### config.mk
export PLATFORM = sky130hd
export DESIGN_NAME = grid_path_turn_point_compressor
export DESIGN_NICKNAME = d
export VERILOG_FILES = /design/src/gptc_pkg.sv /design/src/gptc_front.sv /design/src/gptc_queue.sv /design/src/gptc_back.sv /design/src/grid_path_turn_point_compressor.sv
export VERILOG_INCLUDE_DIRS = /design/src /design/src/src
export SDC_FILE = /design/constraint.sdc
export NUM_CORES = 1
export LEC_CHECK = 0
export BUFFER_PORTS_ARGS = -buffer_cell sky130_fd_sc_hd__buf_2
export CAP_MARGIN = 20
export CELL_PAD_IN_SITES_DETAIL_PLACEMENT = 1
export CELL_PAD_IN_SITES_GLOBAL_PLACEMENT = 1
export CORE_AREA = 2 2 178 163
export DETAILED_ROUTE_END_ITERATION = 7
export DIE_AREA = 0 0 180 165
export PLACE_DENSITY = 0.82
export SETUP_SLACK_MARGIN = 0.3
export SLEW_MARGIN = 20
export SYNTH_ARGS = -nofsm -noshare
export SYNTH_HDL_FRONTEND = slang
export SYNTH_SLANG_ARGS = --single-unit
### constraint.sdc
create_clock -name clk -period 6.5 [get_ports clk]
set_input_delay 1.3 -clock clk [delete_from_list [all_inputs] [get_ports clk]]
set_output_delay 1.3 -clock clk [all_outputs]
set_load 0.02 [all_outputs]
### src/grid_path_turn_point_compressor_defines.svh
// assertion macros for the grid path turn point compressor
`ifndef GRID_PATH_TURN_POINT_COMPRESSOR_DEFINES_SVH
`define GRID_PATH_TURN_POINT_COMPRESSOR_DEFINES_SVH

`ifndef NO_ASSERTIONS
`define GPTC_ASSERT_IMP(lbl, ante, cons) \
  lbl: assert property (@(posedge clk) disable iff (!rst_n) (ante) |-> (cons)) \
    else $error("gptc check failed");
`define GPTC_ASSERT_NEXT(lbl, ante, cons) \
  lbl: assert property (@(posedge clk) disable iff (!rst_n) (ante) |=> (cons)) \
    else $error("gptc check failed");
`else
`define GPTC_ASSERT_IMP(lbl, ante, cons)
`define GPTC_ASSERT_NEXT(lbl, ante, cons)
`endif

`endif

### src/gptc_pkg.sv
// shared types and constants of the grid path turn point compressor
package gptc_pkg;

  localparam int COORD_W = 16;
  localparam int QDEPTH  = 4;
  localparam int QPTR_W  = 2;
  localparam int QCNT_W  = 3;

  localparam logic [2:0] DIR_UNKNOWN = 3'd0;
  localparam logic [2:0] DIR_VERT    = 3'd1;
  localparam logic [2:0] DIR_HORZ    = 3'd2;
  localparam logic [2:0] DIR_SE      = 3'd3;
  localparam logic [2:0] DIR_SW      = 3'd4;
  localparam logic [2:0] DIR_NE      = 3'd5;
  localparam logic [2:0] DIR_NW      = 3'd6;
  localparam logic [2:0] STEP_STILL  = 3'd7;

  typedef logic [COORD_W-1:0] coord_t;

  // one accepted point worth of results: first beat, optional end beat
  typedef struct packed {
    coord_t a_x;
    coord_t a_y;
    logic   a_end;
    logic   two;
    coord_t b_x;
    coord_t b_y;
  } entry_t;

  typedef struct packed {
    logic   push;
    entry_t entry;
  } push_t;

  typedef struct packed {
    logic   avail;
    logic   full;
    entry_t entry;
  } head_t;

endpackage

### src/gptc_front.sv
// front part: step classification, run tracking and result planning
module gptc_front #(
  parameter int COORD_BITS = 16
) (
  input  logic                    clk,
  input  logic                    rst_n,
  input  logic                    acc,
  input  gptc_pkg::coord_t        point_x,
  input  gptc_pkg::coord_t        point_y,
  input  logic                    final_point,
  output gptc_pkg::push_t         wr
);

  localparam int CW = (COORD_BITS < gptc_pkg::COORD_W) ? COORD_BITS : gptc_pkg::COORD_W;

  logic [CW-1:0] prev_x_r, prev_y_r;
  logic [CW-1:0] x, y;
  logic [2:0]    run_r, run_nxt;
  logic          mid_r, mid_nxt;
  logic [2:0]    step, step_run, run_cur;
  logic          turn;

  assign x = point_x[CW-1:0];
  assign y = point_y[CW-1:0];

  always_comb begin
    if (x == prev_x_r) begin
      step = (y == prev_y_r) ? gptc_pkg::STEP_STILL : gptc_pkg::DIR_VERT;
    end else if (y == prev_y_r) begin
      step = gptc_pkg::DIR_HORZ;
    end else if (y > prev_y_r) begin
      step = (x > prev_x_r) ? gptc_pkg::DIR_SE : gptc_pkg::DIR_SW;
    end else begin
      step = (x > prev_x_r) ? gptc_pkg::DIR_NE : gptc_pkg::DIR_NW;
    end
  end

  assign step_run = (step == gptc_pkg::STEP_STILL) ? gptc_pkg::DIR_VERT : step;
  assign run_cur  = (run_r == gptc_pkg::DIR_UNKNOWN) ? step_run : run_r;
  assign turn     = (step != run_cur);

  always_comb begin
    wr.push        = 1'b0;
    wr.entry.a_x   = gptc_pkg::coord_t'(x);
    wr.entry.a_y   = gptc_pkg::coord_t'(y);
    wr.entry.a_end = final_point;
    wr.entry.two   = 1'b0;
    wr.entry.b_x   = gptc_pkg::coord_t'(x);
    wr.entry.b_y   = gptc_pkg::coord_t'(y);
    run_nxt        = run_r;
    mid_nxt        = mid_r;
    if (acc) begin
      if (!mid_r) begin
        wr.push = 1'b1;
        run_nxt = gptc_pkg::DIR_UNKNOWN;
        mid_nxt = !final_point;
      end else begin
        wr.push = turn || final_point;
        run_nxt = turn ? step_run : run_cur;
        if (turn) begin
          wr.entry.a_x   = gptc_pkg::coord_t'(prev_x_r);
          wr.entry.a_y   = gptc_pkg::coord_t'(prev_y_r);
          wr.entry.a_end = 1'b0;
          wr.entry.two   = final_point;
        end
        if (final_point) begin
          run_nxt = gptc_pkg::DIR_UNKNOWN;
          mid_nxt = 1'b0;
        end
      end
    end
  end

  always_ff @(posedge clk) begin
    if (!rst_n) begin
      prev_x_r <= '0;
      prev_y_r <= '0;
      run_r    <= gptc_pkg::DIR_UNKNOWN;
      mid_r    <= 1'b0;
    end else begin
      if (acc) begin
        prev_x_r <= x;
        prev_y_r <= y;
      end
      run_r <= run_nxt;
      mid_r <= mid_nxt;
    end
  end

endmodule

### src/gptc_queue.sv
// short queue of planned results between front and back
module gptc_queue (
  input  logic            clk,
  input  logic            rst_n,
  input  gptc_pkg::push_t wr,
  input  logic            pop,
  output gptc_pkg::head_t hd
);

  gptc_pkg::entry_t                 mem_r [gptc_pkg::QDEPTH];
  logic [gptc_pkg::QPTR_W-1:0]      wp_r, rp_r;
  logic [gptc_pkg::QCNT_W-1:0]      cnt_r, cnt_nxt;

  always_comb begin
    cnt_nxt = cnt_r;
    if (wr.push && !pop) begin
      cnt_nxt = cnt_r + 1'b1;
    end else if (pop && !wr.push) begin
      cnt_nxt = cnt_r - 1'b1;
    end
  end

  assign hd.avail = (cnt_r != '0);
  assign hd.full  = (cnt_r == gptc_pkg::QCNT_W'(gptc_pkg::QDEPTH));
  assign hd.entry = mem_r[rp_r];

  always_ff @(posedge clk) begin
    if (wr.push) begin
      mem_r[wp_r] <= wr.entry;
    end
  end

  always_ff @(posedge clk) begin
    if (!rst_n) begin
      wp_r  <= '0;
      rp_r  <= '0;
      cnt_r <= '0;
    end else begin
      if (wr.push) begin
        wp_r <= wp_r + 1'b1;
      end
      if (pop) begin
        rp_r <= rp_r + 1'b1;
      end
      cnt_r <= cnt_nxt;
    end
  end

endmodule

### src/gptc_back.sv
// back part: splits planned results into beats behind an output register
module gptc_back (
  input  logic                    clk,
  input  logic                    rst_n,
  input  gptc_pkg::head_t         hd,
  output logic                    pop,
  output logic                    out_valid,
  input  logic                    out_stall,
  output gptc_pkg::coord_t        out_kept_x,
  output gptc_pkg::coord_t        out_kept_y,
  output logic                    out_path_end
);

  logic             valid_r;
  logic             phase_r, phase_nxt;
  logic             load, emit;
  gptc_pkg::coord_t x_r, y_r;
  logic             end_r;

  assign load = !valid_r || !out_stall;
  assign emit = load && hd.avail;
  assign pop  = emit && (!hd.entry.two || phase_r);

  always_comb begin
    phase_nxt = phase_r;
    if (emit) begin
      phase_nxt = hd.entry.two && !phase_r;
    end
  end

  always_ff @(posedge clk) begin
    if (!rst_n) begin
      valid_r <= 1'b0;
      phase_r <= 1'b0;
    end else begin
      if (load) begin
        valid_r <= hd.avail;
      end
      phase_r <= phase_nxt;
    end
  end

  always_ff @(posedge clk) begin
    if (emit) begin
      if (phase_r) begin
        x_r   <= hd.entry.b_x;
        y_r   <= hd.entry.b_y;
        end_r <= 1'b1;
      end else begin
        x_r   <= hd.entry.a_x;
        y_r   <= hd.entry.a_y;
        end_r <= hd.entry.a_end;
      end
    end
  end

  assign out_valid    = valid_r;
  assign out_kept_x   = x_r;
  assign out_kept_y   = y_r;
  assign out_path_end = end_r;

endmodule

### src/grid_path_turn_point_compressor.sv
// top level: grid path turn point compressor
// a kept point passes through the queue and then the output register
// throughput: one point beat a cycle in, one result beat a cycle out, unless stalled;
//   a point with turn and end gives two beats; a four-entry queue absorbs the difference
// reset: synchronous active-low rst_n clears run state, queue and output valid
`include "grid_path_turn_point_compressor_defines.svh"
module grid_path_turn_point_compressor #(
  parameter int COORD_BITS = 16
) (
  input  logic             clk,
  input  logic             rst_n,
  input  logic             in_valid,
  output logic             in_stall,
  input  gptc_pkg::coord_t in_point_x,
  input  gptc_pkg::coord_t in_point_y,
  input  logic             in_final_point,
  output logic             out_valid,
  input  logic             out_stall,
  output gptc_pkg::coord_t out_kept_x,
  output gptc_pkg::coord_t out_kept_y,
  output logic             out_path_end
);

  gptc_pkg::push_t wr;
  gptc_pkg::head_t hd;
  logic            acc;
  logic            pop;

  assign in_stall = hd.full;
  assign acc      = in_valid && !in_stall;

  gptc_front #(
    .COORD_BITS(COORD_BITS)
  ) u_front (
    .clk        (clk),
    .rst_n      (rst_n),
    .acc        (acc),
    .point_x    (in_point_x),
    .point_y    (in_point_y),
    .final_point(in_final_point),
    .wr         (wr)
  );

  gptc_queue u_queue (
    .clk  (clk),
    .rst_n(rst_n),
    .wr   (wr),
    .pop  (pop),
    .hd   (hd)
  );

  gptc_back u_back (
    .clk         (clk),
    .rst_n       (rst_n),
    .hd          (hd),
    .pop         (pop),
    .out_valid   (out_valid),
    .out_stall   (out_stall),
    .out_kept_x  (out_kept_x),
    .out_kept_y  (out_kept_y),
    .out_path_end(out_path_end)
  );

  `GPTC_ASSERT_IMP(a_no_push_when_full, hd.full, !wr.push)
  `GPTC_ASSERT_IMP(a_no_pop_when_empty, pop, hd.avail)
  `GPTC_ASSERT_NEXT(a_pop_fills_output, pop, out_valid)

endmodule

======== After elaboration in Yosys (flattened, before gate mapping) ========
Memories as Yosys holds them, arrays and structs flattened. A register that Yosys moved wholly into a read port is not among the register bits.
Cells that the tools add are included.
Widths: inputs -> output; s select.
storage, ports and cells
  register bits after elaboration ......... 78
  memory bits (writable) .................. 264
  input port bits ......................... 37
  output and inout bits ................... 35
  memories kept ........................... 1
memories
  name           depth  width  rd ports  clocked after Yosys merged registers in  wr ports  line              source
  u_queue.mem_r  4      66     1         1                                        1         gptc_queue.sv:10  gptc_pkg::entry_t mem_r [gptc_pkg::QDEPTH];
cells by class
  add/sub/neg operators ................... 4
  $lt $le $gt $ge ......................... 2
  equal/unequal tests ..................... 5
  multiplexer cells ....................... 25
  reduce and logical (&&, ||, !) cells .... 20
operator list
  kind                 number
  $mux 34              2
  $mux 3               12
  $mux 35              1
  $eq 16x16->1         2
  $gt 16x16->1         2
  $mux 16              2
  $logic_not 1->1      8
  $eq 3x3->1 const B   2
  $logic_and 1x1->1    6
  $mux 2               3
  $mux 1               5
  $add 2x1->2 const B  2
  $add 3x1->3 const B  1
  $logic_not 3->1      1
  $logic_or 1x1->1     3
  $ne 3x3->1           1
  $reduce_bool 3->1    1
  $sub 3x1->3 const B  1
  $reduce_bool 2->1    1

======== Longest topological paths before layout ========
Gate-level depths: netlist of run 1.
  word-level depth ........................ 16
  gate-level depth with buffers ........... 25

======== Cells and area by module ========
Synthesis of run 1 repeated with hierarchy kept, for this count alone.
unflattened totals
  cell total of the unflattened synthesis .. 817
  area total of the unflattened synthesis .. 14843.0 sq um
modules (own cells, without submodules)
  module                           times used  cells each  area an instance (sq um)  seq. area each (sq um)
  gptc_queue                       1           387         9964.6                    8107.8
  gptc_front                       1           349         3243.1                    720.7
  gptc_back                        1           80          1621.6                    1031.0
  grid_path_turn_point_compressor  1           1           13.8                      0.0

======== Least setup slack after synthesis of run 1 ========
No wires, ideal clock.
  kind .................................... input port to flip-flop
  from .................................... in in_point_y[1]
  to ...................................... mem u_queue.mem_r[0][0] (netlist name), enable pin
  library setup time ...................... 0.431 ns
  arrival time ............................ 5.576 ns
  data required time ...................... 6.069 ns
  slack ................................... 0.493 ns
  cell stages on the path ................. 17
  cells stage by stage .................... ha_1 -> nor2b_1 -> o21a_1 -> o21a_1 -> o21a_1 -> o21a_1 -> o21a_1 -> o21ai_0 -> a21oi_1 -> ha_1 -> o21ai_0 -> nor2b_1 -> a31oi_4 -> o311ai_4 -> o21a_1 -> clkbuf_1 -> and2_1
RTL lines
  what         line                                   source
  from (decl)  grid_path_turn_point_compressor.sv:15  input gptc_pkg::coord_t in_point_y,
  to (decl)    gptc_queue.sv:10

======== Worst setup path in the final report of run 1 ========
  from .................................... in in_point_y[1]
  to ...................................... reg u_queue.cnt_r[2] (netlist name)
on the way
  word-level cells in the longest chain between the ends .. 14
  elaborated cells between the ends (all ways) .. 18
ends and longest elaborated chain
  what                                line              source
  $gt 16x16->1                        gptc_front.sv:31  end else if (y > prev_y_r) begin
  $mux 3                              gptc_front.sv:31
  $mux 3                              gptc_front.sv:29  end else if (y == prev_y_r) begin
  $mux 3 (*)                          gptc_front.sv:27  if (x == prev_x_r) begin
  $eq 3x3->1                          gptc_front.sv:38  assign step_run = (step == gptc_pkg::STEP_STILL) ? gptc_pkg::DIR_VERT : step;
  $mux 3                              gptc_front.sv:38
  $mux 3                              gptc_front.sv:39  assign run_cur = (run_r == gptc_pkg::DIR_UNKNOWN) ? step_run : run_r;
  $ne 3x3->1 (*)                      gptc_front.sv:40  assign turn = (step != run_cur);
  $logic_or 1x1->1 (*)                gptc_front.sv:58  wr.push = turn || final_point;
  $mux 1 (*)                          gptc_front.sv:53  if (!mid_r) begin
  $mux 35 (*)                         gptc_front.sv:52  if (acc) begin
  $logic_not 1->1                     gptc_queue.sv:18  end else if (pop && !wr.push) begin
  $logic_and 1x1->1                   gptc_queue.sv:18
  $reduce_bool 2->1 (no source line)  -
  to (signal assigned)                gptc_queue.sv:45  cnt_r <= cnt_nxt;
  to (decl)                           gptc_queue.sv:12  logic [gptc_pkg::QCNT_W-1:0] cnt_r, cnt_nxt;
Every way passes the cells marked *; elsewhere a longest branch is shown, timed or not.
A chain may end at the register's enable or synchronous reset.

==> impl_metrics.xml, run 1 <==
<?xml version="1.0" encoding="UTF-8"?>
<metrics>
  <group name="yosys">
    <metric name="synth_top_cells_by_area" unit="">edfxtp_1 62%, mux4_2 10%, dfxtp_1 6.6%</metric>
    <metric name="yosys_register_bits" unit="">344</metric>
    <metric name="synth_cell_area" unit="µm²">14290</metric>
    <metric name="synth_nets" unit="">967</metric>
    <metric name="synth_edf_count" unit="">297</metric>
    <metric name="synthesis.instances" unit="">891</metric>
    <metric name="synth_cell_type_count" unit="">51</metric>
    <metric name="synth_top_flop_cell" unit="">edfxtp_1</metric>
    <metric name="synth.most_common_cell" unit="">edfxtp_1</metric>
    <metric name="ys_seq_area_share" unit="%">68.97</metric>
    <metric name="most_common_library_cells_after_synthesis" unit="">297 x edfxtp_1, 176 x nand2_1, 66 x mux4_2, 47 x dfxtp_1, 46 x a21oi_1</metric>
    <metric name="synth.top_cell.area_share" unit="%">62.39</metric>
    <metric name="synth_area_per_cell" unit="µm²">16.04</metric>
    <metric name="synth_top_area_cell" unit="">edfxtp_1</metric>
    <metric name="yosys_warnings" unit="">0</metric>
    <metric name="share_of_async_settable_or_async_resettable_flops_after_synthesis" unit="%">0</metric>
  </group>
  <group name="cts">
    <metric name="htreeDepth" unit="">2</metric>
    <metric name="post_cts_resize_count" unit="">0</metric>
    <metric name="worstSkewPairLatency" unit="ps">520</metric>
    <metric name="cts_sinks" unit="">344</metric>
    <metric name="cts_tree" unit="">done</metric>
    <metric name="ctsRootBufferMaster" unit="">clkbuf_16</metric>
    <metric name="max-clock-path-buffers" unit="">3</metric>
    <metric name="numCtsBuffers" unit="">36</metric>
    <metric name="postCtsSetupBuffers" unit="">0</metric>
    <metric name="cts_hold_repair.buffers" unit="">0</metric>
    <metric name="path_clk_slew" unit="ps">50</metric>
  </group>
  <group name="grt">
    <metric name="first_global_vias" unit="">9108</metric>
    <metric name="global_route_wire_length_before_repair" unit="mm">52.18</metric>
    <metric name="aggregate_global_route_resource_usage" unit="%">23.15</metric>
    <metric name="grt_max_degree" unit="">66</metric>
    <metric name="grt_overflow_total" unit="">0</metric>
    <metric name="grt_antenna_before_repair" unit="">3</metric>
  </group>
  <group name="routing">
    <metric name="highest_layer" unit="">met5</metric>
    <metric name="detailedRoute.firstPassIterationCount" unit="">4</metric>
    <metric name="drt-total-wl" unit="mm">33.76</metric>
    <metric name="detail_route.vias_per_cell" unit="">5.887</metric>
    <metric name="route.met3.wl" unit="mm">1.514</metric>
    <metric name="drt_iter0_drc" unit="">504</metric>
    <metric name="wl_per_cell" unit="µm">24.73</metric>
    <metric name="ant_nets" unit="">0</metric>
    <metric name="drcViolationCount" unit="">0</metric>
    <metric name="route.met2.wl" unit="mm">17.31</metric>
    <metric name="via_count" unit="">8036</metric>
    <metric name="route.layer.met1.wl" unit="mm">14.01</metric>
  </group>
  <group name="timing">
    <metric name="min_period" unit="ps">5491</metric>
    <metric name="report.final.hold_viol_count" unit="">0</metric>
    <metric name="min_period_over_period" unit="%">84.48</metric>
    <metric name="tightest_slew" unit="ps">1051</metric>
    <metric name="worst_slew_margin_rel" unit="%">29.91</metric>
    <metric name="max_clock_freq" unit="GHz">0.1821</metric>
    <metric name="setup_violations" unit="">0</metric>
    <metric name="rsz0062_at_grt" unit="">false</metric>
    <metric name="fin_tns_setup" unit="ps">0</metric>
    <metric name="timing.final.max_slew_violations" unit="">0</metric>
    <metric name="fin_worst_skew" unit="ps">23.25</metric>
  </group>
  <group name="finish">
    <metric name="layout_cells_sized_above_1" unit="%">24.90</metric>
    <metric name="fillers" unit="">2550</metric>
    <metric name="nets" unit="">1052</metric>
    <metric name="synthToLayoutAreaGrowth" unit="%">13.84</metric>
    <metric name="finalCoreUtilization" unit="%">58.86</metric>
  </group>
  <group name="placement">
    <metric name="count_of_buffers_from_port_buffering" unit="">71</metric>
    <metric name="routabilityCongestion" unit="">0.8314</metric>
    <metric name="place.detailed.hpwl" unit="mm">19.84</metric>
  </group>
  <group name="die">
    <metric name="num_io_pins" unit="">72</metric>
    <metric name="placeable_core_region" unit="µm²">27650</metric>
    <metric name="die_area" unit="µm²">29700</metric>
    <metric name="die_h" unit="µm">165</metric>
    <metric name="die_w" unit="µm">180</metric>
    <metric name="placementRows" unit="">58</metric>
    <metric name="floorplan.initialDensity" unit="%">51.70</metric>
  </group>
  <group name="run">
    <metric name="max_cap_violations" unit="">0</metric>
  </group>
  <group name="setup_path">
    <metric name="cp_max_fo" unit="">9</metric>
    <metric name="critical_path_arrival" unit="ps">5910</metric>
    <metric name="worst_ep_required_time" unit="ps">6920</metric>
    <metric name="start_kind" unit="">input port</metric>
    <metric name="path_class" unit="">in2reg</metric>
    <metric name="element_type_at_the_critical_path_end" unit="">register</metric>
  </group>
  <group name="power">
    <metric name="vdd_drop_max" unit="V">0.0002204</metric>
    <metric name="total_leakage_power" unit="nW">5.719</metric>
    <metric name="power.density_cell_area" unit="nW/µm²">409.0</metric>
  </group>
  <group name="run_status">
    <metric name="run_status" unit="">finished clean</metric>
  </group>
  <group name="worst_hold_path">
    <metric name="hp-class" unit="">reg2reg</metric>
  </group>
</metrics>
cell usage in the layout (no fill, tap or decap), types with 2 or more instances in the layout:
master	count
nor4_1	2
and2_2	4
mux4_2	66
nand3_1	7
clkbuf_1	16
clkbuf_16	38
nor2b_1	4
mux2_2	5
a21o_1	6
xor2_1	3
a21oi_1	45
o21ai_0	9
buf_2	71
inv_1	39
a21boi_0	2
nand2_1	176
mux2_4	28
o21a_1	7
edfxtp_1	297
buf_4	9
clkbuf_8	6
dfxtp_1	45
ha_1	38
buf_12	6
nand2b_1	3
or2_2	2
mux2i_1	3
nand4_1	7
clkinv_1	4
o221ai_1	2
nor2_1	19
nand4_2	2
nor3_1	5
layout make-up:
type                       count  area, µm²  area share, %
antenna                        1      2.502        0.01538
clock buffer                  60       1094          6.720
clock inverter                 6      62.56         0.3844
inverter                      41      153.9         0.9457
multi-input combinational    467       4103          25.21
sequential                   344       9864          60.62
tap                          360      450.4          2.768
timing repair buffer          86      543.0          3.337
worst paths after layout:
check | endpoint | startpoint | slack (ps) | cells past startpoint
min | u_front.prev_x_r[14]$_SDFFE_PN0P_ | u_front.prev_x_r[14]$_SDFFE_PN0P_ | 480 | 2
max | u_queue.cnt_r[2]$_SDFFE_PN0P_ | in_point_y[1] | 1010 | 22
min reg2reg | u_front.prev_x_r[14]$_SDFFE_PN0P_ | u_front.prev_x_r[14]$_SDFFE_PN0P_ | 480 | 2
max reg2reg | u_queue.cnt_r[2]$_SDFFE_PN0P_ | u_front.prev_y_r[1]$_SDFFE_PN0P_ | 1550 | 22
registers in the layout (all words and copies together) (netlist names), 2 cells and up, named ones only:
register	flops
u_queue.rp_r	2
u_back.out_kept_y	16
u_front.prev_x_r	16
u_queue.wp_r	2
u_queue.cnt_r	3
u_queue.mem_r	264
u_front.prev_y_r	16
u_front.run_r	3
u_back.out_kept_x	16
per-stage QoR:
step	setup slack, ps	cells	area (µm²)	total power [W]	hold slack, ps
after global placement	777.1	1298	15110	0.004612	456.5
after CTS	1053	1364	16270	0.006726	473.4
after detailed placement	588.8	1298	15110	0.004703	466.2
final	1009	1365	16270	0.006656	475.5
after global routing	819.5	1365	16270	0.006941	502.5
after floorplan	492.8	891	14300	0.004142	445.9
metal layers:
metal	track usage, %	vias to the layer above
li1	-	3530
met1	29.06	4200
met2	41.12	221
met3	3.859	81
met4	8.019	4
met5	0	-
logic make-up (layout without fill, tap and decap cells):
group	after synthesis	after routing	share of synthesized area (%)
XOR/XNOR	4	4	0.2451
AO/OA/AOI/OAI	82	82	3.650
AND/OR/NAND/NOR	240	240	7.265
adder cells (fa/ha/maj)	39	39	3.466
other	0	1	0
multiplexers	102	102	13.94
buffers and inverters	80	193	2.460
flip-flops	344	344	68.97
power by group:
group	switching, W	total [W]	leakage, nW	internal, W
logic	0.000994	0.00166	2.03	0.000669
clock network	0.000815	0.00200	0.560	0.00119
registers	0.000154	0.00299	3.13	0.00284
worst max-delay path, stage by stage:
cell and delay [ps]:
buf_2 140, ha_1 320, nor2b_1 160, o21a_1 190, o21a_1 170, o21a_1 180, o21a_1 170, o21a_1 160
o21ai_0 150, a21oi_1 100, ha_1 210, inv_1 90, nand3_1 180, o211a_1 290, o311ai_4 310, o21a_1 390
ha_1 260, inv_1 80, fa_1 440, xor2_1 180, or3_1 310, a21oi_1 140
Note: power is estimated with default switching activity, not from simulation.
==> run 2, diff against run 1 <==
--- a/config.mk
+++ b/config.mk
@@ -6,14 +6,15 @@
 export SDC_FILE = /design/constraint.sdc
 export NUM_CORES = 1
 export LEC_CHECK = 0
+export ABC_AREA = 1
 export BUFFER_PORTS_ARGS = -buffer_cell sky130_fd_sc_hd__buf_2
 export CAP_MARGIN = 20
 export CELL_PAD_IN_SITES_DETAIL_PLACEMENT = 1
 export CELL_PAD_IN_SITES_GLOBAL_PLACEMENT = 1
-export CORE_AREA = 2 2 178 163
+export CORE_AREA = 2 2 183 167
 export DETAILED_ROUTE_END_ITERATION = 7
-export DIE_AREA = 0 0 180 165
-export PLACE_DENSITY = 0.82
+export DIE_AREA = 0 0 185 169
+export PLACE_DENSITY = 0.83
 export SETUP_SLACK_MARGIN = 0.3
 export SLEW_MARGIN = 20
 export SYNTH_ARGS = -nofsm -noshare
==> constraint.sdc (replaced) <==
create_clock -name clk -period 5.14 [get_ports clk]
set_input_delay 1.028 -clock clk [delete_from_list [all_inputs] [get_ports clk]]
set_output_delay 1.028 -clock clk [all_outputs]
set_load 0.02 [all_outputs]
==> impl_metrics.xml, run 2 <==
<?xml version="1.0" encoding="UTF-8"?>
<metrics>
  <group name="run_status">
    <metric name="run_status" unit="">finished clean</metric>
  </group>
  <group name="finish">
    <metric name="final_non_filler_cell_total" unit="">1738</metric>
    <metric name="final_common_cell" unit="">edfxtp_1</metric>
    <metric name="final_cell_mix" unit="">297 x edfxtp_1, 241 x nor2_1, 172 x o21ai_0, 80 x nand2_1, 71 x buf_2</metric>
    <metric name="synthToLayoutAreaGrowth" unit="%">13.99</metric>
    <metric name="postLayoutCellArea" unit="µm²">16440</metric>
    <metric name="finalCoreUtilization" unit="%">55.88</metric>
    <metric name="multi_input_area" unit="µm²">4013</metric>
    <metric name="register_area" unit="µm²">9867</metric>
    <metric name="nets" unit="">1379</metric>
    <metric name="largest_register_ff_count" unit="">264</metric>
    <metric name="fillers" unit="">3061</metric>
    <metric name="largest_register" unit="">u_queue.mem_r</metric>
    <metric name="layout_cells_sized_above_1" unit="%">16.14</metric>
  </group>
  <group name="grt">
    <metric name="grt_overflow_total" unit="">0</metric>
    <metric name="groute.layer.met2.usage" unit="%">41.00</metric>
    <metric name="grtUsageMet3" unit="%">3.399</metric>
    <metric name="aggregate_global_route_resource_usage" unit="%">23.76</metric>
    <metric name="global_route_wire_length_before_repair" unit="mm">57.42</metric>
    <metric name="grt_antenna_before_repair" unit="">3</metric>
    <metric name="grtUsageMet1" unit="%">30.57</metric>
    <metric name="grt_max_degree" unit="">99</metric>
    <metric name="first_global_vias" unit="">10480</metric>
    <metric name="grt_busiest_layer" unit="">met2</metric>
  </group>
  <group name="routing">
    <metric name="detailedRoute.firstPassIterationCount" unit="">7</metric>
    <metric name="drt-total-wl" unit="mm">36.48</metric>
    <metric name="ant_nets" unit="">0</metric>
    <metric name="drt_iter0_drc" unit="">760</metric>
    <metric name="via_count" unit="">9818</metric>
    <metric name="drcViolationCount" unit="">0</metric>
    <metric name="wl_per_cell" unit="µm">20.99</metric>
    <metric name="detail_route.vias_per_cell" unit="">5.649</metric>
  </group>
  <group name="cts">
    <metric name="ctsRootBufferMaster" unit="">clkbuf_16</metric>
    <metric name="worstSkewPairLatency" unit="ps">520</metric>
    <metric name="numCtsBuffers" unit="">37</metric>
    <metric name="cts_hold_repair.buffers" unit="">0</metric>
    <metric name="postCtsSetupBuffers" unit="">0</metric>
    <metric name="htreeDepth" unit="">2</metric>
    <metric name="cts_sinks" unit="">344</metric>
    <metric name="post_cts_resize_count" unit="">0</metric>
    <metric name="path_clk_slew" unit="ps">60</metric>
    <metric name="cts_tree" unit="">done</metric>
    <metric name="max-clock-path-buffers" unit="">3</metric>
  </group>
  <group name="setup_path">
    <metric name="path_common_cell" unit="">nand2_1</metric>
    <metric name="critical_path_arrival" unit="ps">4700</metric>
    <metric name="timing.critical_path.max_delay_family" unit="">simple AND/OR/NAND/NOR gates</metric>
    <metric name="buffers_inverters_on_critical_path" unit="">4</metric>
    <metric name="start_kind" unit="">input port</metric>
    <metric name="cp_max_fo" unit="">7</metric>
    <metric name="max_stage_delay" unit="ps">440</metric>
    <metric name="worst_ep_required_time" unit="ps">5580</metric>
    <metric name="element_type_at_the_critical_path_end" unit="">register</metric>
    <metric name="cp_slowest_cell" unit="">fa_1</metric>
    <metric name="path_class" unit="">in2reg</metric>
  </group>
  <group name="yosys">
    <metric name="yosys_warnings" unit="">0</metric>
    <metric name="synthesis.instances" unit="">1241</metric>
    <metric name="synth_top_area_cell" unit="">edfxtp_1</metric>
    <metric name="synth_nets" unit="">1317</metric>
    <metric name="mux_share_of_post_synthesis_cell_area" unit="%">0</metric>
    <metric name="synth-compound-area-share" unit="%">13.06</metric>
    <metric name="synth_cell_area" unit="µm²">14430</metric>
    <metric name="synthXorXnorAreaFrac" unit="%">0.06072</metric>
    <metric name="yosys.area_share.simple" unit="%">10.97</metric>
    <metric name="synth_top_flop_cell" unit="">edfxtp_1</metric>
    <metric name="ys_seq_area_share" unit="%">68.35</metric>
    <metric name="yosys_register_bits" unit="">344</metric>
    <metric name="most_common_library_cells_after_synthesis" unit="">297 x edfxtp_1, 245 x nor2_1, 172 x o21ai_0, 80 x nand2_1, 74 x inv_1</metric>
    <metric name="synth_area_per_cell" unit="µm²">11.62</metric>
    <metric name="synth.most_common_cell" unit="">edfxtp_1</metric>
    <metric name="share_of_async_settable_or_async_resettable_flops_after_synthesis" unit="%">0</metric>
    <metric name="yosys.area_share.adder" unit="%">3.435</metric>
    <metric name="combinational_family_with_the_most_area_after_synthesis" unit="">compound AO/OA/AOI/OAI gates</metric>
    <metric name="synth.top_cell.area_share" unit="%">61.83</metric>
    <metric name="synth_cell_type_count" unit="">35</metric>
    <metric name="synth_edf_count" unit="">297</metric>
    <metric name="synth_top_cells_by_area" unit="">edfxtp_1 62%, dfxtp_1 6.5%, nor2_1 6.4%</metric>
  </group>
  <group name="timing">
    <metric name="fin_worst_skew" unit="ps">13.91</metric>
    <metric name="fin_tns_setup" unit="ps">0</metric>
    <metric name="worst_slew_margin_rel" unit="%">34.77</metric>
    <metric name="min_period_over_period" unit="%">82.74</metric>
    <metric name="max_clock_freq" unit="GHz">0.2351</metric>
    <metric name="report.final.hold_viol_count" unit="">0</metric>
    <metric name="tightest_slew" unit="ps">978.5</metric>
    <metric name="setup_violations" unit="">0</metric>
    <metric name="rsz0062_at_grt" unit="">false</metric>
    <metric name="timing.final.max_slew_violations" unit="">0</metric>
    <metric name="finalHoldWorstSlack" unit="ps">484.5</metric>
    <metric name="min_period" unit="ps">4253</metric>
  </group>
  <group name="power">
    <metric name="vdd_drop_max" unit="V">0.0003150</metric>
    <metric name="power.density_cell_area" unit="nW/µm²">548.4</metric>
    <metric name="total_leakage_power" unit="nW">5.977</metric>
  </group>
  <group name="placement">
    <metric name="count_of_buffers_from_port_buffering" unit="">71</metric>
    <metric name="place.detailed.hpwl" unit="mm">20.61</metric>
    <metric name="dp_cells" unit="">1667</metric>
    <metric name="dpl-instance-area" unit="µm²">15230</metric>
    <metric name="routabilityCongestion" unit="">0.8272</metric>
  </group>
  <group name="run">
    <metric name="max_cap_violations" unit="">0</metric>
  </group>
  <group name="die">
    <metric name="placeable_core_region" unit="µm²">29430</metric>
    <metric name="die_w" unit="µm">185</metric>
    <metric name="die_h" unit="µm">169</metric>
    <metric name="num_io_pins" unit="">72</metric>
    <metric name="placementRows" unit="">60</metric>
    <metric name="die_area" unit="µm²">31270</metric>
    <metric name="floorplan.initialDensity" unit="%">49.02</metric>
  </group>
  <group name="worst_hold_path">
    <metric name="hp-class" unit="">reg2reg</metric>
  </group>
</metrics>
run 2: cell count changes after synthesis, moves of 28 or more:
cell	previous run	this run
nand2_1	176	80
mux4_2	66	0
o21ai_2	0	30
mux2_4	28	0
o21ai_0	9	172
inv_1	39	74
a31oi_1	1	33
nor2_1	19	245
o22ai_1	0	32
run 2: worst min-delay path, cell delays in order, from the launching register on:
cell and delay (ps):
dfxtp_1 300, inv_1 60, a21oi_1 80
run 2: report_power, final:
| group | total, W | internal, W | switching, W |
|---|---|---|---|
| sequential | 0.00390 | 0.00365 | 0.000248 |
| clock | 0.00262 | 0.00156 | 0.00105 |
| combinational | 0.00250 | 0.000711 | 0.00179 |
run 2: kinds of logic (layout without fill, tap and decap cells):
family | Yosys count | count (layout)
and+or+nand+nor | 378 | 378
DFF | 344 | 344
AOI/OAI and AO/OA | 333 | 333
buffers and inverters | 146 | 237
adders and majority gates | 39 | 39
xor gates and xnor gates | 1 | 1
other | 0 | 3
run 2: path summary, 6_finish.rpt:
path	startpoint	endpoint	slack, ps	cells past startpoint
hold reg to reg	u_queue.rp_r[1]$_SDFFE_PN0P_	register	480	2
setup reg to reg	u_front.prev_y_r[3]$_SDFFE_PN0P_	u_queue.cnt_r[2]$_SDFFE_PN0P_	1130	28
setup / recovery	in_point_y[3]	u_queue.cnt_r[2]$_SDFFE_PN0P_	890	28
hold / removal	u_queue.rp_r[1]$_SDFFE_PN0P_	register	480	2
run 2: routing by layer:
| metal | vias to the layer above | wire (µm) |
|---|---|---|
| met5 | - | 0 |
| met1 | 4931 | 15510 |
| li1 | 4547 | - |
| met2 | 276 | 18370 |
| met3 | 64 | 1744 |
| met4 | 0 | 858 |
run 2: through the flow:
| step | total power, W | setup slack [ps] |
|---|---|---|
| after floorplan | 0.005551 | -51.43 |
| after global placement | 0.006270 | 583.9 |
| after detailed placement | 0.006433 | 405.2 |
| after CTS | 0.009081 | 892.2 |
| after global routing | 0.009467 | 435.3 |
| final | 0.009017 | 886.9 |
run 2: cell type report:
cell class	instances	area share, %
well taps	403	3.067
clock inverters	14	0.7305
inverters	78	1.788
repair buffers	91	3.378
diodes	3	0.04566
clock buffers	54	6.582
multi-input cells	751	24.40
flip-flops and latches	344	60.01
==> run 3, diff against run 2 <==
--- a/config.mk
+++ b/config.mk
@@ -6,15 +6,15 @@
 export SDC_FILE = /design/constraint.sdc
 export NUM_CORES = 1
 export LEC_CHECK = 0
-export ABC_AREA = 1
+export ABC_AREA = 0
 export BUFFER_PORTS_ARGS = -buffer_cell sky130_fd_sc_hd__buf_2
 export CAP_MARGIN = 20
 export CELL_PAD_IN_SITES_DETAIL_PLACEMENT = 1
 export CELL_PAD_IN_SITES_GLOBAL_PLACEMENT = 1
-export CORE_AREA = 2 2 183 167
+export CORE_AREA = 2 2 178 163
 export DETAILED_ROUTE_END_ITERATION = 7
-export DIE_AREA = 0 0 185 169
-export PLACE_DENSITY = 0.83
+export DIE_AREA = 0 0 180 165
+export PLACE_DENSITY = 0.82
 export SETUP_SLACK_MARGIN = 0.3
 export SLEW_MARGIN = 20
 export SYNTH_ARGS = -nofsm -noshare
==> constraint.sdc (replaced) <==
create_clock -name clk -period 4.1 [get_ports clk]
set_input_delay 0.82 -clock clk [delete_from_list [all_inputs] [get_ports clk]]
set_output_delay 0.82 -clock clk [all_outputs]
set_load 0.02 [all_outputs]
==> impl_metrics.xml, run 3 (synthesis results as in run 1) <==
<?xml version="1.0" encoding="UTF-8"?>
<metrics>
  <group name="routing">
    <metric name="drcViolationCount" unit="">0</metric>
    <metric name="wl_per_cell" unit="µm">31.59</metric>
    <metric name="ant_nets" unit="">0</metric>
    <metric name="drt_iter0_drc" unit="">1004</metric>
    <metric name="detailedRoute.firstPassIterationCount" unit="">5</metric>
    <metric name="detail_route.vias_per_cell" unit="">6.240</metric>
    <metric name="via_count" unit="">9247</metric>
    <metric name="drt-total-wl" unit="mm">46.82</metric>
  </group>
  <group name="finish">
    <metric name="layout_cells_sized_above_1" unit="%">35.38</metric>
    <metric name="largest_register_ff_count" unit="">264</metric>
    <metric name="multi_input_area" unit="µm²">4283</metric>
    <metric name="largest_register" unit="">u_queue.mem_r</metric>
    <metric name="synthToLayoutAreaGrowth" unit="%">25.68</metric>
    <metric name="antenna-diode-count" unit="">0</metric>
    <metric name="nets" unit="">1172</metric>
    <metric name="final_common_cell" unit="">edfxtp_1</metric>
    <metric name="fillers" unit="">2421</metric>
    <metric name="final_cell_mix" unit="">297 x edfxtp_1, 176 x nand2_1, 75 x buf_4, 70 x buf_2, 66 x mux4_2</metric>
    <metric name="register_area" unit="µm²">9867</metric>
  </group>
  <group name="placement">
    <metric name="count_of_buffers_from_port_buffering" unit="">71</metric>
    <metric name="place.detailed.hpwl" unit="mm">21.65</metric>
    <metric name="routabilityCongestion" unit="">0.8509</metric>
  </group>
  <group name="power">
    <metric name="combinationalPowerShare" unit="%">30.2</metric>
    <metric name="power_frac_clock" unit="%">29.0</metric>
    <metric name="switching_fraction" unit="%">31.61</metric>
    <metric name="vdd_drop_max" unit="V">0.0003358</metric>
    <metric name="power.density_cell_area" unit="nW/µm²">643.1</metric>
    <metric name="total_leakage_power" unit="nW">6.531</metric>
    <metric name="cellInternalPower" unit="W">0.007901</metric>
    <metric name="power.share.sequential" unit="%">40.8</metric>
    <metric name="switchingPower" unit="W">0.003652</metric>
  </group>
  <group name="timing">
    <metric name="timing.final.ws_setup" unit="ps">-351.6</metric>
    <metric name="fin_worst_skew" unit="ps">25.81</metric>
    <metric name="timing.final.max_slew_violations" unit="">0</metric>
    <metric name="setup_violations" unit="">406</metric>
    <metric name="fin_tns_setup" unit="ps">-103700</metric>
    <metric name="rsz0062_at_grt" unit="">true</metric>
    <metric name="tightest_slew" unit="ps">1045</metric>
    <metric name="report.final.hold_viol_count" unit="">0</metric>
    <metric name="min_period" unit="ps">4452</metric>
    <metric name="min_period_over_period" unit="%">108.6</metric>
    <metric name="max_clock_freq" unit="GHz">0.2246</metric>
    <metric name="finalHoldWorstSlack" unit="ps">476.3</metric>
    <metric name="worst_slew_margin_rel" unit="%">30.35</metric>
  </group>
  <group name="cts">
    <metric name="ctsRootBufferMaster" unit="">clkbuf_16</metric>
    <metric name="cts_tree" unit="">done</metric>
    <metric name="path_clk_slew" unit="ps">60</metric>
    <metric name="worstSkewPairLatency" unit="ps">530</metric>
    <metric name="cts_sinks" unit="">344</metric>
    <metric name="htreeDepth" unit="">2</metric>
    <metric name="max-clock-path-buffers" unit="">3</metric>
    <metric name="numCtsBuffers" unit="">37</metric>
    <metric name="cts_hold_repair.buffers" unit="">0</metric>
  </group>
  <group name="run">
    <metric name="max_cap_violations" unit="">0</metric>
  </group>
  <group name="setup_path">
    <metric name="rr_worst_depth" unit="">19</metric>
    <metric name="element_type_at_the_critical_path_end" unit="">register</metric>
    <metric name="reg2reg_to" unit="">u_queue.mem_r[1][39]$_DFFE_PP_</metric>
    <metric name="cp_slowest_cell" unit="">dfxtp_1</metric>
    <metric name="reg2reg_from" unit="">u_front.prev_y_r[9]$_SDFFE_PN0P_</metric>
    <metric name="cp_max_fo" unit="">6</metric>
    <metric name="start_kind" unit="">register</metric>
    <metric name="critical_path_arrival" unit="ps">4710</metric>
    <metric name="path_class" unit="">reg2reg</metric>
    <metric name="crit_path_cell_trace" unit="">inv_1, ha_1, a21o_1, a21o_1, a21oi_1, o21ai_0, buf_4, o21ai_1, a21oi_2, ha_4, and3_4, a311o_1, a31oi_4, o311ai_4, buf_4, buf_6, and3_4, clkbuf_16, mux2_4</metric>
    <metric name="buffers_inverters_on_critical_path" unit="">5</metric>
    <metric name="timing.reg2reg.setup_slack" unit="ps">-350</metric>
    <metric name="max_stage_delay" unit="ps">440</metric>
    <metric name="worst_ep_required_time" unit="ps">4360</metric>
    <metric name="timing.critical_path.max_delay_family" unit="">compound AO/OA/AOI/OAI gates</metric>
  </group>
  <group name="die">
    <metric name="floorplan.initialDensity" unit="%">51.70</metric>
    <metric name="die_h" unit="µm">165</metric>
    <metric name="placementRows" unit="">58</metric>
    <metric name="num_io_pins" unit="">72</metric>
    <metric name="die_w" unit="µm">180</metric>
    <metric name="placeable_core_region" unit="µm²">27650</metric>
    <metric name="die_area" unit="µm²">29700</metric>
  </group>
  <group name="grt">
    <metric name="first_global_vias" unit="">9349</metric>
    <metric name="grt_max_degree" unit="">66</metric>
    <metric name="global_route_wire_length_before_repair" unit="mm">56.68</metric>
    <metric name="aggregate_global_route_resource_usage" unit="%">25.49</metric>
    <metric name="grt_overflow_total" unit="">0</metric>
    <metric name="grt_antenna_before_repair" unit="">0</metric>
  </group>
  <group name="run_status">
    <metric name="violations" unit="">negative setup slack</metric>
    <metric name="run_status" unit="">complete, but fails checks</metric>
  </group>
  <group name="worst_hold_path">
    <metric name="hold_path_depth" unit="">2</metric>
    <metric name="hold_path.startpoint" unit="">u_front.prev_x_r[9]$_SDFFE_PN0P_</metric>
    <metric name="hp-class" unit="">reg2reg</metric>
    <metric name="whs_endpoint" unit="">u_front.prev_x_r[9]$_SDFFE_PN0P_</metric>
  </group>
</metrics>
[run 3: changes by cell type in the layout (fill, tap and decap cells not counted), sizes merged, moves of 33 or more]
| cell | previous run | this run |
|---|---|---|
| mux2 | 0 | 33 |
| nand2 | 95 | 176 |
| nor2 | 249 | 19 |
| buf | 91 | 179 |
| inv | 77 | 39 |
| o21ai | 205 | 9 |
| mux4 | 0 | 66 |
[run 3: worst max-delay path by stage]
stage / from / endpoint / slack [ps] / cells after the start
2_1_floorplan: in_point_y[1] / u_queue.cnt_r[2]$_SDFFE_PN0P_ / -410 / 22
3_3_place_gp: in_point_y[1] / u_queue.cnt_r[2]$_SDFFE_PN0P_ / -610 / 22
3_5_place_dp: in_point_y[1] / u_queue.cnt_r[1]$_SDFFE_PN0P_ / -670 / 21
4_1_cts: in_point_y[1] / u_queue.cnt_r[2]$_SDFFE_PN0P_ / -90 / 22
5_1_grt: in_point_y[0] / u_queue.cnt_r[2]$_SDFFE_PN0P_ / -440 / 24
6_report: u_front.prev_y_r[9]$_SDFFE_PN0P_ / u_queue.mem_r[1][39]$_DFFE_PP_ / -350 / 19
[run 3: area by class of cell]
class | count | share of cell area, %
timing repair buffer | 200 | 11.34
tap | 360 | 2.507
clock buffer | 52 | 5.690
multi-input combinational | 472 | 23.84
sequential | 344 | 54.92
inverter | 41 | 0.8566
clock inverter | 13 | 0.8427
[run 3: power groups by stage]
stage / Combinational, W / Clock, W / Sequential, W
3_5_place_dp: 0.00292 / 0 / 0.00474
4_1_cts: 0.00302 / 0.00331 / 0.00468
2_1_floorplan: 0.00165 / 0 / 0.00493
6_report: 0.00348 / 0.00335 / 0.00472
5_1_grt: 0.00365 / 0.00348 / 0.00475
3_3_place_gp: 0.00281 / 0 / 0.00470
[run 3: routing by layer]
layer  wire, µm  track usage (%)
met5          0                0
met4       2109            9.534
met2      23210            43.70
met3       3683            5.138
met1      17820            32.48
[run 3: repair_timing]
action,4_1_cts,5_1_grt
gates cloned,4,31
buffers inserted,4,9
endpoints found under the setup margin,406,405
gates resized for setup,16,30
pin swaps,11,4
[run 3: metrics by stage]
stage          power (W)  setup slack, ps  instances  util (%)  instance area, µm²
5_1_grt          0.01189           -440.6       1482     64.98               17970
4_1_cts          0.01101           -88.66       1442     62.18               17190
3_5_place_dp    0.007662           -669.5       1369     57.29               15840
2_1_floorplan   0.006584           -407.1        891         -               14360
6_report         0.01155           -351.6       1482     64.98               17970
3_3_place_gp    0.007516           -611.1       1369     57.28               15840
[run 3: worst min-delay path, delay by kind of cell (launching register included)]
| kind | cells | cell delay [ps] |
|---|---|---|
| simple gates | 1 | 60 |
| compound gates | 1 | 50 |
| flops | 1 | 320 |
